<file path="src/sv/swt_pkg.sv">
package swt_pkg;

   // Lexer position within the line
   typedef enum logic [2:0] {
      MODE_BETWEEN = 3'd0,
      MODE_WORD    = 3'd1,
      MODE_ESC     = 3'd2,
      MODE_SQ      = 3'd3,
      MODE_DQ      = 3'd4,
      MODE_DQ_ESC  = 3'd5
   } lex_mode_type;

   // Line status, first error wins
   typedef enum logic [2:0] {
      STATUS_OK          = 3'd0,
      STATUS_TOO_LONG    = 3'd1,
      STATUS_OPEN_QUOTE  = 3'd2,
      STATUS_TRAIL_ESC   = 3'd3,
      STATUS_SECOND_PIPE = 3'd4,
      STATUS_TOO_MANY    = 3'd5,
      STATUS_EMPTY_SIDE  = 3'd6
   } status_type;

   localparam logic [7:0] CHAR_NUL    = 8'h00;
   localparam logic [7:0] CHAR_SPACE  = 8'h20;
   localparam logic [7:0] CHAR_PIPE   = 8'h7C;
   localparam logic [7:0] CHAR_BSLASH = 8'h5C;
   localparam logic [7:0] CHAR_SQUOTE = 8'h27;
   localparam logic [7:0] CHAR_DQUOTE = 8'h22;

   typedef struct packed {
      logic       has_char;
      logic [7:0] out_char;
      logic [3:0] word_index;
      logic       word_end;
      logic       pipe_here;
      logic       line_end;
      status_type status;
      logic [4:0] arg_count;
      logic       has_pipe;
      logic [4:0] pipe_pos;
   } result_type;

endpackage

</file>
<file path="src/sv/swt_lexer.sv">
module swt_lexer #(
   parameter int WORD_MAX = 128,
   parameter int ARGS_MAX = 16
) (
   input  logic                 clock,
   input  logic                 reset,
   input  logic                 step,
   input  logic [7:0]           ch,
   input  logic                 last,
   output swt_pkg::result_type  result
);

   localparam int LW = (WORD_MAX > 2) ? $clog2(WORD_MAX) : 1;
   localparam int CW = $clog2(ARGS_MAX + 1);

   swt_pkg::lex_mode_type mode_ff, mode_in;
   logic [LW-1:0]         len_ff, len_in;
   logic [CW-1:0]         tot_ff, tot_in;
   logic                  pseen_ff, pseen_in;
   logic [CW-1:0]         pidx_ff, pidx_in;
   swt_pkg::status_type   err_ff, err_in;

   swt_pkg::lex_mode_type m;
   logic [LW-1:0]         len;
   logic [CW-1:0]         tot;
   logic                  pseen;
   logic [CW-1:0]         pidx;
   swt_pkg::status_type   err;
   logic                  wb, app, cls, pip;
   logic                  r_has, r_end, r_pipe;
   logic [7:0]            r_char;
   logic [3:0]            r_idx;

   always_comb begin
      m      = mode_ff;
      len    = len_ff;
      tot    = tot_ff;
      pseen  = pseen_ff;
      pidx   = pidx_ff;
      err    = err_ff;
      wb     = 1'b0;
      app    = 1'b0;
      cls    = 1'b0;
      pip    = 1'b0;
      r_has  = 1'b0;
      r_char = 8'd0;
      r_idx  = 4'd0;
      r_end  = 1'b0;
      r_pipe = 1'b0;

      if (ch != swt_pkg::CHAR_NUL && err == swt_pkg::STATUS_OK) begin
         unique case (m)
            swt_pkg::MODE_BETWEEN: begin
               if (ch == swt_pkg::CHAR_SPACE) begin
                  wb = 1'b0;
               end else if (ch == swt_pkg::CHAR_PIPE) begin
                  pip = 1'b1;
               end else if (32'(tot) >= 32'(ARGS_MAX)) begin
                  err = swt_pkg::STATUS_TOO_MANY;
               end else begin
                  len = '0;
                  m   = swt_pkg::MODE_WORD;
                  wb  = 1'b1;
               end
            end
            swt_pkg::MODE_WORD: wb = 1'b1;
            swt_pkg::MODE_ESC: begin
               m   = swt_pkg::MODE_WORD;
               app = 1'b1;
            end
            swt_pkg::MODE_SQ: begin
               if (ch == swt_pkg::CHAR_SQUOTE) m = swt_pkg::MODE_WORD;
               else app = 1'b1;
            end
            swt_pkg::MODE_DQ: begin
               if (ch == swt_pkg::CHAR_DQUOTE) m = swt_pkg::MODE_WORD;
               else if (ch == swt_pkg::CHAR_BSLASH) m = swt_pkg::MODE_DQ_ESC;
               else app = 1'b1;
            end
            default: begin
               m   = swt_pkg::MODE_DQ;
               app = 1'b1;
            end
         endcase

         if (wb) begin
            priority if (ch == swt_pkg::CHAR_SPACE) begin
               cls = 1'b1;
            end else if (ch == swt_pkg::CHAR_PIPE) begin
               cls = 1'b1;
               pip = 1'b1;
            end else if (ch == swt_pkg::CHAR_BSLASH) begin
               m = swt_pkg::MODE_ESC;
            end else if (ch == swt_pkg::CHAR_SQUOTE) begin
               m = swt_pkg::MODE_SQ;
            end else if (ch == swt_pkg::CHAR_DQUOTE) begin
               m = swt_pkg::MODE_DQ;
            end else begin
               app = 1'b1;
            end
         end

         if (app) begin
            if (32'(len) >= 32'(WORD_MAX - 1)) begin
               err = swt_pkg::STATUS_TOO_LONG;
            end else begin
               len    = len + 1'b1;
               r_has  = 1'b1;
               r_char = ch;
               r_idx  = 4'(tot);
            end
         end

         if (cls) begin
            r_end = 1'b1;
            r_idx = 4'(tot);
            tot   = tot + 1'b1;
            m     = swt_pkg::MODE_BETWEEN;
         end

         if (pip) begin
            if (32'(tot) >= 32'(ARGS_MAX)) begin
               err = swt_pkg::STATUS_TOO_MANY;
            end else if (pseen) begin
               err = swt_pkg::STATUS_SECOND_PIPE;
            end else begin
               pseen  = 1'b1;
               pidx   = tot;
               r_pipe = 1'b1;
            end
         end
      end

      // Close out the line
      if (last && err == swt_pkg::STATUS_OK) begin
         if (m == swt_pkg::MODE_WORD) begin
            r_end = 1'b1;
            r_idx = 4'(tot);
            tot   = tot + 1'b1;
            m     = swt_pkg::MODE_BETWEEN;
         end else if (m == swt_pkg::MODE_ESC) begin
            err = swt_pkg::STATUS_TRAIL_ESC;
         end else if (m != swt_pkg::MODE_BETWEEN) begin
            err = swt_pkg::STATUS_OPEN_QUOTE;
         end
         if (err == swt_pkg::STATUS_OK && pseen && (pidx == '0 || pidx >= tot)) begin
            err = swt_pkg::STATUS_EMPTY_SIDE;
         end
      end

      result.has_char   = r_has;
      result.out_char   = r_char;
      result.word_index = r_idx;
      result.word_end   = r_end;
      result.pipe_here  = r_pipe;
      result.line_end   = last;
      result.status     = last ? err : swt_pkg::STATUS_OK;
      result.arg_count  = last ? 5'(tot) : 5'd0;
      result.has_pipe   = last & pseen;
      result.pipe_pos   = last ? 5'(pidx) : 5'd0;

      // A finished line drops all state back to its reset values
      if (last) begin
         mode_in  = swt_pkg::MODE_BETWEEN;
         len_in   = '0;
         tot_in   = '0;
         pseen_in = 1'b0;
         pidx_in  = '0;
         err_in   = swt_pkg::STATUS_OK;
      end else begin
         mode_in  = m;
         len_in   = len;
         tot_in   = tot;
         pseen_in = pseen;
         pidx_in  = pidx;
         err_in   = err;
      end
   end

   always_ff @(posedge clock) begin
      if (reset) begin
         mode_ff  <= swt_pkg::MODE_BETWEEN;
         len_ff   <= '0;
         tot_ff   <= '0;
         pseen_ff <= 1'b0;
         pidx_ff  <= '0;
         err_ff   <= swt_pkg::STATUS_OK;
      end else if (step) begin
         mode_ff  <= mode_in;
         len_ff   <= len_in;
         tot_ff   <= tot_in;
         pseen_ff <= pseen_in;
         pidx_ff  <= pidx_in;
         err_ff   <= err_in;
      end
   end

endmodule

</file>
<file path="src/sv/shell_word_tokenizer.sv">
// Channel     | Direction | Handshake             | Payload
// ------------+-----------+-----------------------+-------------------------------------------
// request     | in        | req_valid / req_ready | req_ch, req_last
// response    | out       | rsp_valid / rsp_ready | rsp_has_char .. rsp_pipe_pos (10 fields)
//
// One transaction in, one transaction out; one byte per cycle unless the response stalls.
// A byte passes the request register, then the lexer step into the response register.
// The lexer state advances once per byte, as the byte moves into the response register.
// Reset is synchronous and active high; it empties both registers and clears the line state.
// A stalled response holds both stages; the request side keeps taking while a slot is free.
module shell_word_tokenizer #(
   parameter int WORD_MAX = 128,
   parameter int ARGS_MAX = 16
) (
   input  logic       clock,
   input  logic       reset,
   input  logic       req_valid,
   output logic       req_ready,
   input  logic [7:0] req_ch,
   input  logic       req_last,
   output logic       rsp_valid,
   input  logic       rsp_ready,
   output logic       rsp_has_char,
   output logic [7:0] rsp_out_char,
   output logic [3:0] rsp_word_index,
   output logic       rsp_word_end,
   output logic       rsp_pipe_here,
   output logic       rsp_line_end,
   output logic [2:0] rsp_status,
   output logic [4:0] rsp_arg_count,
   output logic       rsp_has_pipe,
   output logic [4:0] rsp_pipe_pos
);

   logic                in_valid_ff;
   logic [7:0]          ch_ff;
   logic                last_ff;
   logic                rsp_valid_ff;
   swt_pkg::result_type res_ff;
   swt_pkg::result_type res_in;
   logic                advance;

   // Move the held byte into the response register when that slot frees up
   assign advance   = in_valid_ff && (!rsp_valid_ff || rsp_ready);
   assign req_ready = !in_valid_ff || advance;

   swt_lexer #(
      .WORD_MAX (WORD_MAX),
      .ARGS_MAX (ARGS_MAX)
   ) u_lexer (
      .clock  (clock),
      .reset  (reset),
      .step   (advance),
      .ch     (ch_ff),
      .last   (last_ff),
      .result (res_in)
   );

   // Control: stage occupancy
   always_ff @(posedge clock) begin
      if (reset) begin
         in_valid_ff  <= 1'b0;
         rsp_valid_ff <= 1'b0;
      end else begin
         if (req_ready) begin
            in_valid_ff <= req_valid;
         end
         if (advance) begin
            rsp_valid_ff <= 1'b1;
         end else if (rsp_ready) begin
            rsp_valid_ff <= 1'b0;
         end
      end
   end

   // Payload: capture on accept, hold otherwise
   always_ff @(posedge clock) begin
      if (req_valid && req_ready) begin
         ch_ff   <= req_ch;
         last_ff <= req_last;
      end
      if (advance) begin
         res_ff <= res_in;
      end
   end

   assign rsp_valid      = rsp_valid_ff;
   assign rsp_has_char   = res_ff.has_char;
   assign rsp_out_char   = res_ff.out_char;
   assign rsp_word_index = res_ff.word_index;
   assign rsp_word_end   = res_ff.word_end;
   assign rsp_pipe_here  = res_ff.pipe_here;
   assign rsp_line_end   = res_ff.line_end;
   assign rsp_status     = res_ff.status;
   assign rsp_arg_count  = res_ff.arg_count;
   assign rsp_has_pipe   = res_ff.has_pipe;
   assign rsp_pipe_pos   = res_ff.pipe_pos;

endmodule

</file>
<file path="config.mk">
export PLATFORM = sky130hd
export DESIGN_NAME = shell_word_tokenizer
export DESIGN_NICKNAME = d
export VERILOG_FILES = /design/src/sv/swt_pkg.sv /design/src/sv/swt_lexer.sv /design/src/sv/shell_word_tokenizer.sv
export SDC_FILE = /design/constraint.sdc
export NUM_CORES = 1
export LEC_CHECK = 0
export BUFFER_PORTS_ARGS = -buffer_cell sky130_fd_sc_hd__buf_2
export CORE_ASPECT_RATIO = 1.4
export CORE_MARGIN = 2
export CORE_UTILIZATION = 59
export CTS_BUF_LIST = sky130_fd_sc_hd__clkbuf_16
export DETAILED_ROUTE_END_ITERATION = 16
export HOLD_SLACK_MARGIN = 0.03
export PLACE_DENSITY = 0.8
export SETUP_SLACK_MARGIN = 0.4
export SLEW_MARGIN = 10
export SYNTH_ARGS = -nofsm -noshare
export SYNTH_HDL_FRONTEND = slang
export SYNTH_SLANG_ARGS = --single-unit
</file>
<file path="constraint.sdc">
create_clock -name clock -period 5.3 [get_ports clock]
set_input_delay 0.795 -clock clock [delete_from_list [all_inputs] [get_ports clock]]
set_output_delay 0.795 -clock clock [all_outputs]
set_load 0.02 [all_outputs]
</file>
==> results.json, run 1 <==
{
  "grt_pass1_wl_um": 15100,
  "synth_area_per_cell_um2": 9.84,
  "numPortBuffers": 44,
  "maxSlewViolCount": 0,
  "synthAdderAreaFrac_pct": 2.90,
  "max_freq_mhz": 221,
  "die_w_um": 72.6,
  "cp.arrival_ns": 4.67,
  "synth_compound_area_share_pct": 19.1,
  "syn_to_final_growth_pct": 13.6,
  "start_kind": "flip-flop",
  "yosys_warnings": 0,
  "crit_buf_inv": 2,
  "die_h_um": 100,
  "setup-violations-final": 0,
  "syn_nets": 417,
  "avgViaCountPerCell": 6.31,
  "std_cell_rows": 35,
  "max_cap_violations": 0,
  "synthXorXnorAreaFrac_pct": 2.93,
  "hp-class": "reg -> reg",
  "status": "completed",
  "postSynthCellCount": 395,
  "slew_headroom_pct": 50.5,
  "final_common_cell": "buf_2",
  "synth-main-ff-cell": "edfxtp_1",
  "antenna_left": 0,
  "rsz0062_at_grt": "false",
  "root_buffer": "clkbuf_16",
  "crit_required_ns": 5.44,
  "synth.distinct_cells": 75,
  "crit_type": "reg -> reg",
  "synthMuxAreaShare_pct": 3.03,
  "path_cells": "nor4_4 -> a21bo_1 -> nor2_1 -> o21ai_2 -> ha_1 -> inv_1 -> a2111oi_0 -> nor4b_2 -> xnor2_1 -> ha_1 -> inv_1 -> o2111ai_1 -> o211ai_1 -> o32ai_1",
  "dp_hpwl_um": 6830,
  "cts_max_level": 3,
  "tritoncts": "done",
  "final.setup.tns_ns": 0,
  "die-area_mm2": 0.00726,
  "peakVddDrop_mv": 0.187,
  "cp_slowest_cell": "nor4_4",
  "hold_viol": 0,
  "drive_gt1_share_pct": 20.0,
  "grt_usage_pct": 27.4,
  "post-cts-setup-buffers": 0,
  "leakage_nw": 1.75,
  "vias": 3237,
  "ctsLongestPathBuffers": 2,
  "worst_pin_slew_ns": 0.743,
  "period_needed_ns": 4.53,
  "ctsHoldBuffers": 0,
  "clk_pin_slew_ns": 0.05,
  "async_flop_share_pct": 0,
  "fill_cells": 521,
  "ys_seq_area_share_pct": 43.5,
  "clock_latency_ns": 0.33,
  "synth_top_family_by_area": "simple AND/OR/NAND/NOR gates",
  "ios": 45,
  "final_cell_mix": "buf_2 (44), nor2_1 (39), edfxtp_1 (39)",
  "drtIter0Drc": 273,
  "path_delay_family": "compound AO/OA/AOI/OAI gates",
  "wl_um": 9320,
  "grt_max_degree": 31,
  "drc": 0,
  "antenna_found_initial": 0,
  "layout.nets": 456,
  "place_congestion": 0.994,
  "overflow": 0,
  "p_per_area_mw_per_mm2": 264,
  "syn-cell-area_mm2": 0.00388,
  "wire_per_inst_um": 18.2,
  "ctsResizeCount": 0,
  "synth_edf_count": 39,
  "endpoint_kind": "flip-flop",
  "n_antenna_cell": 0,
  "synth-simple-area-share_pct": 24.9,
  "fin_crit_sh_pct": 85.5,
  "start_util_pct": 59.9,
  "finalClockSkew_ns": 0.00916,
  "finalPower_w": 0.00116,
  "crit_fanout": 12,
  "cts_inserted_buffers": 9,
  "grt_pass1_vias": 3113,
  "drt_pass1_iterations": 5,
  "slowest_delay_ns": 0.62,
  "synth-seq-cells": 65,
  "cts_sinks": 65,
  "core_mm2": 0.00648
}
[worst paths after layout]
kind                                  start                        endpoint  slack, ns  cells after the start
max reg2reg              ch_ff[2]$_DFFE_PP_     rsp_status[2]$_SDFFCE_PN0P_       0.77                     14
min reg2reg  u_lexer.len_ff[6]$_SDFFE_PP0P_  u_lexer.len_ff[6]$_SDFFE_PP0P_       0.48                      2
min          u_lexer.len_ff[6]$_SDFFE_PP0P_  u_lexer.len_ff[6]$_SDFFE_PP0P_       0.48                      2
max                      ch_ff[2]$_DFFE_PP_     rsp_status[2]$_SDFFCE_PN0P_       0.77                     14
[worst reg2reg max path: stages, from the launching register on]
cell       delay, ns
edfxtp_1        0.49
nor4_4          0.62
a21bo_1         0.39
nor2_1          0.20
o21ai_2         0.28
ha_1            0.22
inv_1           0.05
a2111oi_0       0.57
nor4b_2         0.42
xnor2_1         0.12
ha_1            0.30
inv_1           0.05
o2111ai_1       0.20
o211ai_1        0.14
o32ai_1         0.30
[where the power goes]
part           leakage, nW  switching [W]  total (W)  internal, W
logic                 1.04      0.0000537  0.0000799    0.0000263
clock network        0.131       0.000211   0.000522     0.000310
registers            0.578      0.0000106   0.000563     0.000552
total                 1.75       0.000276    0.00116     0.000889
[kinds of logic after synthesis]
family                     after synthesis
muxes                                   11
xor gates and xnor gates                13
and+or+nand+nor                        161
AOI/OAI and AO/OA                      101
DFF                                     65
adders and majority gates                9
buffers and inverters                   35
[registers in the layout, summed over array words and instances (netlist names), 4 cells and up]
signal           flops
ch_ff                8
rsp_arg_count        5
rsp_out_char         8
rsp_pipe_pos         5
rsp_word_index       4
u_lexer.len_ff       7
u_lexer.pidx_ff      5
u_lexer.tot_ff       5
[stage by stage]
stage               area [um^2]  setup WS (ns)  utilization (%)  instances  hold WS, ns
finish                     4410          0.770             68.1        513        0.484
CTS                        4410          0.835             68.1        513        0.488
floorplan                  3880           1.54                -        395        0.445
global route               4410          0.439             68.1        513        0.505
global placement           4150           1.15             64.0        497        0.462
detailed placement         4150          0.897             64.0        497        0.477
[per-layer routing]
layer / track usage [%] / up-vias / routed length, um
met2: 47.4 / 125 / 4780
met1: 30.4 / 1512 / 3600
met4: 17.0 / 0 / 441
met3: 5.22 / 32 / 505
met5: 0 / - / 0
li1: - / 1568 / -
[layout make-up]
class	instances	area, um^2	area share, %
Clock buffer	9	225	5.10
Multi-Input combinational cell	295	2050	46.5
Clock inverter	7	40.0	0.908
Timing Repair Buffer	49	258	5.84
Tap cell	74	92.6	2.10
Inverter	14	52.6	1.19
Sequential cell	65	1690	38.3
[cells in the mapped netlist (all sizes together) (3+ instances only)]
cell     number  share of area [%]
edfxtp       39                 30
nor2         39                3.8
nand2        29                2.9
dfxtp        26                 13
o21ai        19                2.5
clkbuf       17                1.6
a21oi        16                2.1
and2         14                2.3
inv          13                1.3
a22oi        11                2.1
and3         11                1.8
xnor2        11                2.5
nand3        10                1.3
ha            9                2.9
nor3          9                1.6
a31oi         8                1.3
nand4         8                1.3
mux2          6                1.7
o211ai        6                1.4
a21boi        5               0.97
mux2i         5                1.3
nand2b        5               0.81
nor3b         5                1.2
a21o          4               0.77
buf           4               0.64
nor2b         4               0.64
nor4          4                1.8
o21a          4               0.81
or3           4               0.64
a32oi         3               0.68
and4          3               0.74
nand3b        3               0.58
nor4b         3                1.4
o2111ai       3               0.68
o41ai         3                1.2
Power figures use the tool's default switching activity.
==> run 2: changes to the inputs <==
--- a/config.mk
+++ b/config.mk
@@ -5,10 +5,11 @@
 export SDC_FILE = /design/constraint.sdc
 export NUM_CORES = 1
 export LEC_CHECK = 0
+export ABC_AREA = 1
 export BUFFER_PORTS_ARGS = -buffer_cell sky130_fd_sc_hd__buf_2
 export CORE_ASPECT_RATIO = 1.4
 export CORE_MARGIN = 2
-export CORE_UTILIZATION = 59
+export CORE_UTILIZATION = 58
 export CTS_BUF_LIST = sky130_fd_sc_hd__clkbuf_16
 export DETAILED_ROUTE_END_ITERATION = 16
 export HOLD_SLACK_MARGIN = 0.03
==> results.json, run 2 <==
{
  "status": "completed",
  "tritoncts": "done",
  "r2r-start": "ch_ff[1]$_DFFE_PP_",
  "place_congestion": 0.950,
  "cts_sinks": 65,
  "synth_edf_count": 39,
  "hold_end": "u_lexer.len_ff[2]$_SDFFE_PP0P_",
  "grt_max_degree": 37,
  "endpoint_kind": "flip-flop",
  "avgViaCountPerCell": 5.50,
  "hold_viol": 0,
  "hold_depth": 2,
  "maxSlewViolCount": 0,
  "worst_pin_slew_ns": 0.712,
  "period_needed_ns": 3.75,
  "crit_fanout": 11,
  "worst-r2r-cell-count": 21,
  "antenna_found_initial": 0,
  "final.setup.tns_ns": 0,
  "die_h_um": 99.1,
  "vias": 3324,
  "synth.distinct_cells": 40,
  "yosys_warnings": 0,
  "start_kind": "flip-flop",
  "root_buffer": "clkbuf_16",
  "seq_power_share_pct": 45.4,
  "syn-cell-area_mm2": 0.00374,
  "synth-main-ff-cell": "edfxtp_1",
  "rsz0062_at_grt": "false",
  "grt_usage_pct": 24.6,
  "wire_per_inst_um": 13.8,
  "syn_nets": 502,
  "setup-violations-final": 0,
  "syn_to_final_growth_pct": 14.9,
  "post-cts-setup-buffers": 0,
  "yosys.cell_count.top_type": "nand2_1",
  "path_cells": "inv_2 -> nand2_1 -> nor2_1 -> nand2_1 -> nand2_1 -> nand2_2 -> nor2_4 -> o22ai_1 -> ha_1 -> inv_1 -> o21ai_0 -> inv_1 -> ha_1 -> a21oi_1 -> o21bai_1 -> a21oi_1 -> o21bai_1 -> nor2_1 -> nor2_2 -> nor2_1 -> nor2_1",
  "slew_headroom_pct": 52.4,
  "antenna_left": 0,
  "crit_type": "reg -> reg",
  "die_w_um": 71.9,
  "finalClockSkew_ns": 0.00556,
  "drtIter0Drc": 254,
  "cpMostUsedCell": "nor2_1",
  "overflow": 0,
  "p_int_w": 0.000943,
  "timing.hold.ws_ns": 0.466,
  "p_switching_w": 0.000297,
  "grt_pass1_wl_um": 13700,
  "p_comb_share_pct": 8.5,
  "cts_max_level": 3,
  "cp_slowest_cell": "edfxtp_1",
  "finalPower_w": 0.00124,
  "clk_pin_slew_ns": 0.05,
  "cts_inserted_buffers": 9,
  "synthTopCellsByArea": "edfxtp_1 (31%), dfxtp_1 (14%), nand2_1 (13%)",
  "max_cap_violations": 0,
  "synth-seq-cells": 65,
  "final_cell_mix": "nand2_1 (129), inv_1 (64), buf_2 (44)",
  "dp_hpwl_um": 6080,
  "synth_top_area_share_pct": 31.3,
  "hp-class": "reg -> reg",
  "n_antenna_cell": 0,
  "ctsLongestPathBuffers": 2,
  "pwr-share-clk_pct": 46.0,
  "synth_area_per_cell_um2": 7.80,
  "crit_required_ns": 5.37,
  "postSynthCellCount": 480,
  "drive_gt1_share_pct": 19.2,
  "final_util_pct": 69.3,
  "drt_pass1_iterations": 5,
  "cp.arrival_ns": 3.82,
  "p_per_area_mw_per_mm2": 288,
  "ios": 45,
  "peakVddDrop_mv": 0.230,
  "async_flop_share_pct": 0,
  "ctsResizeCount": 0,
  "leakage_nw": 1.88,
  "core_mm2": 0.00621,
  "hp-start": "u_lexer.len_ff[2]$_SDFFE_PP0P_",
  "reg2reg_slack_ns": 1.55,
  "std_cell_rows": 34,
  "r2r_end": "rsp_status[2]$_SDFFCE_PN0P_",
  "swShare_pct": 23.9,
  "synth_common_cells": "nand2_1 (129), inv_1 (63), nor2_1 (43)",
  "yosysTopAreaCell": "edfxtp_1",
  "ctsHoldBuffers": 0,
  "layout.nets": 549,
  "fin_crit_sh_pct": 70.8,
  "ys_seq_area_share_pct": 45.2,
  "grt_pass1_vias": 3117,
  "clock_latency_ns": 0.33,
  "start_util_pct": 60.3,
  "drc": 0,
  "numPortBuffers": 44,
  "max_freq_mhz": 266,
  "slowest_delay_ns": 0.43,
  "die-area_mm2": 0.00712,
  "wl_um": 8340,
  "final_common_cell": "nand2_1"
}
-- run 2: changes by cell type after synthesis, sizes merged, moves of 6 or more --
cell,previous run,this run
a22oi,11,2
nand2,29,141
a21oi,16,36
and2,14,0
inv,13,72
mux2,6,0
clkbuf,17,6
nor2,39,51
nand3,10,35
xnor2,11,1
xor2,2,8
a31oi,8,0
and3,11,0
-- run 2: cell type report --
class | count | area (um^2)
well taps | 72 | 90.1
repair buffers | 45 | 228
multi-input cells | 331 | 1730
flip-flops and latches | 65 | 1690
inverters | 75 | 282
clock buffers | 9 | 225
clock inverters | 7 | 62.6
fillers | 494 | 1910
-- run 2: cells by family after synthesis --
family          Yosys count  synth area share, %
flops                    65                 45.2
fa+ha+maj                 9                 3.01
buf+inv                  84                 8.75
simple gates            245                 30.1
compound gates           68                 10.7
xor+xnor                  9                 2.31
-- run 2: routing by layer --
metal / routed length, um / up-vias / global-route usage (%)
met5: 0 / - / 0
met2: 4270 / 128 / 42.2
li1: - / 1653 / -
met3: 426 / 33 / 4.29
met1: 3290 / 1510 / 27.1
met4: 345 / 0 / 16.5
-- run 2: through the flow --
| stage | instance area (um^2) | instances | worst slack, ns |
|---|---|---|---|
| 4_1_cts | 4300 | 604 | 1.60 |
| 6_report | 4300 | 604 | 1.55 |
| 5_1_grt | 4300 | 604 | 1.18 |
| 3_5_place_dp | 4020 | 588 | 1.62 |
| 2_1_floorplan | 3740 | 480 | 2.13 |
| 3_3_place_gp | 4020 | 588 | 1.74 |
-- run 2: how the worst max path moves through the flow --
stage	from	slack, ns	to
2_1_floorplan	ch_ff[3]$_DFFE_PP_	2.13	rsp_status[2]$_SDFFCE_PN0P_
3_3_place_gp	ch_ff[1]$_DFFE_PP_	1.74	rsp_status[2]$_SDFFCE_PN0P_
3_5_place_dp	ch_ff[1]$_DFFE_PP_	1.62	rsp_status[2]$_SDFFCE_PN0P_
4_1_cts	ch_ff[1]$_DFFE_PP_	1.60	rsp_status[2]$_SDFFCE_PN0P_
5_1_grt	ch_ff[1]$_DFFE_PP_	1.18	rsp_status[2]$_SDFFCE_PN0P_
6_report	ch_ff[1]$_DFFE_PP_	1.55	rsp_status[2]$_SDFFCE_PN0P_
-- run 2: power groups by stage --
stage / clock (W) / combinational, W / sequential, W
after floorplan: 0 / 0.0000593 / 0.000588
after global placement: 0 / 0.000103 / 0.000573
after detailed placement: 0 / 0.000105 / 0.000574
after CTS: 0.000571 / 0.000106 / 0.000563
after global routing: 0.000591 / 0.000117 / 0.000565
final: 0.000571 / 0.000106 / 0.000563
-- run 2: critical path, delay by kind of cell, from the launching register on --
kind            cells  cell delay [ns]
compound gates      6             0.84
buf+inv             3             0.22
fa+ha+maj           2             0.64
flops               1             0.43
simple gates       10             1.36
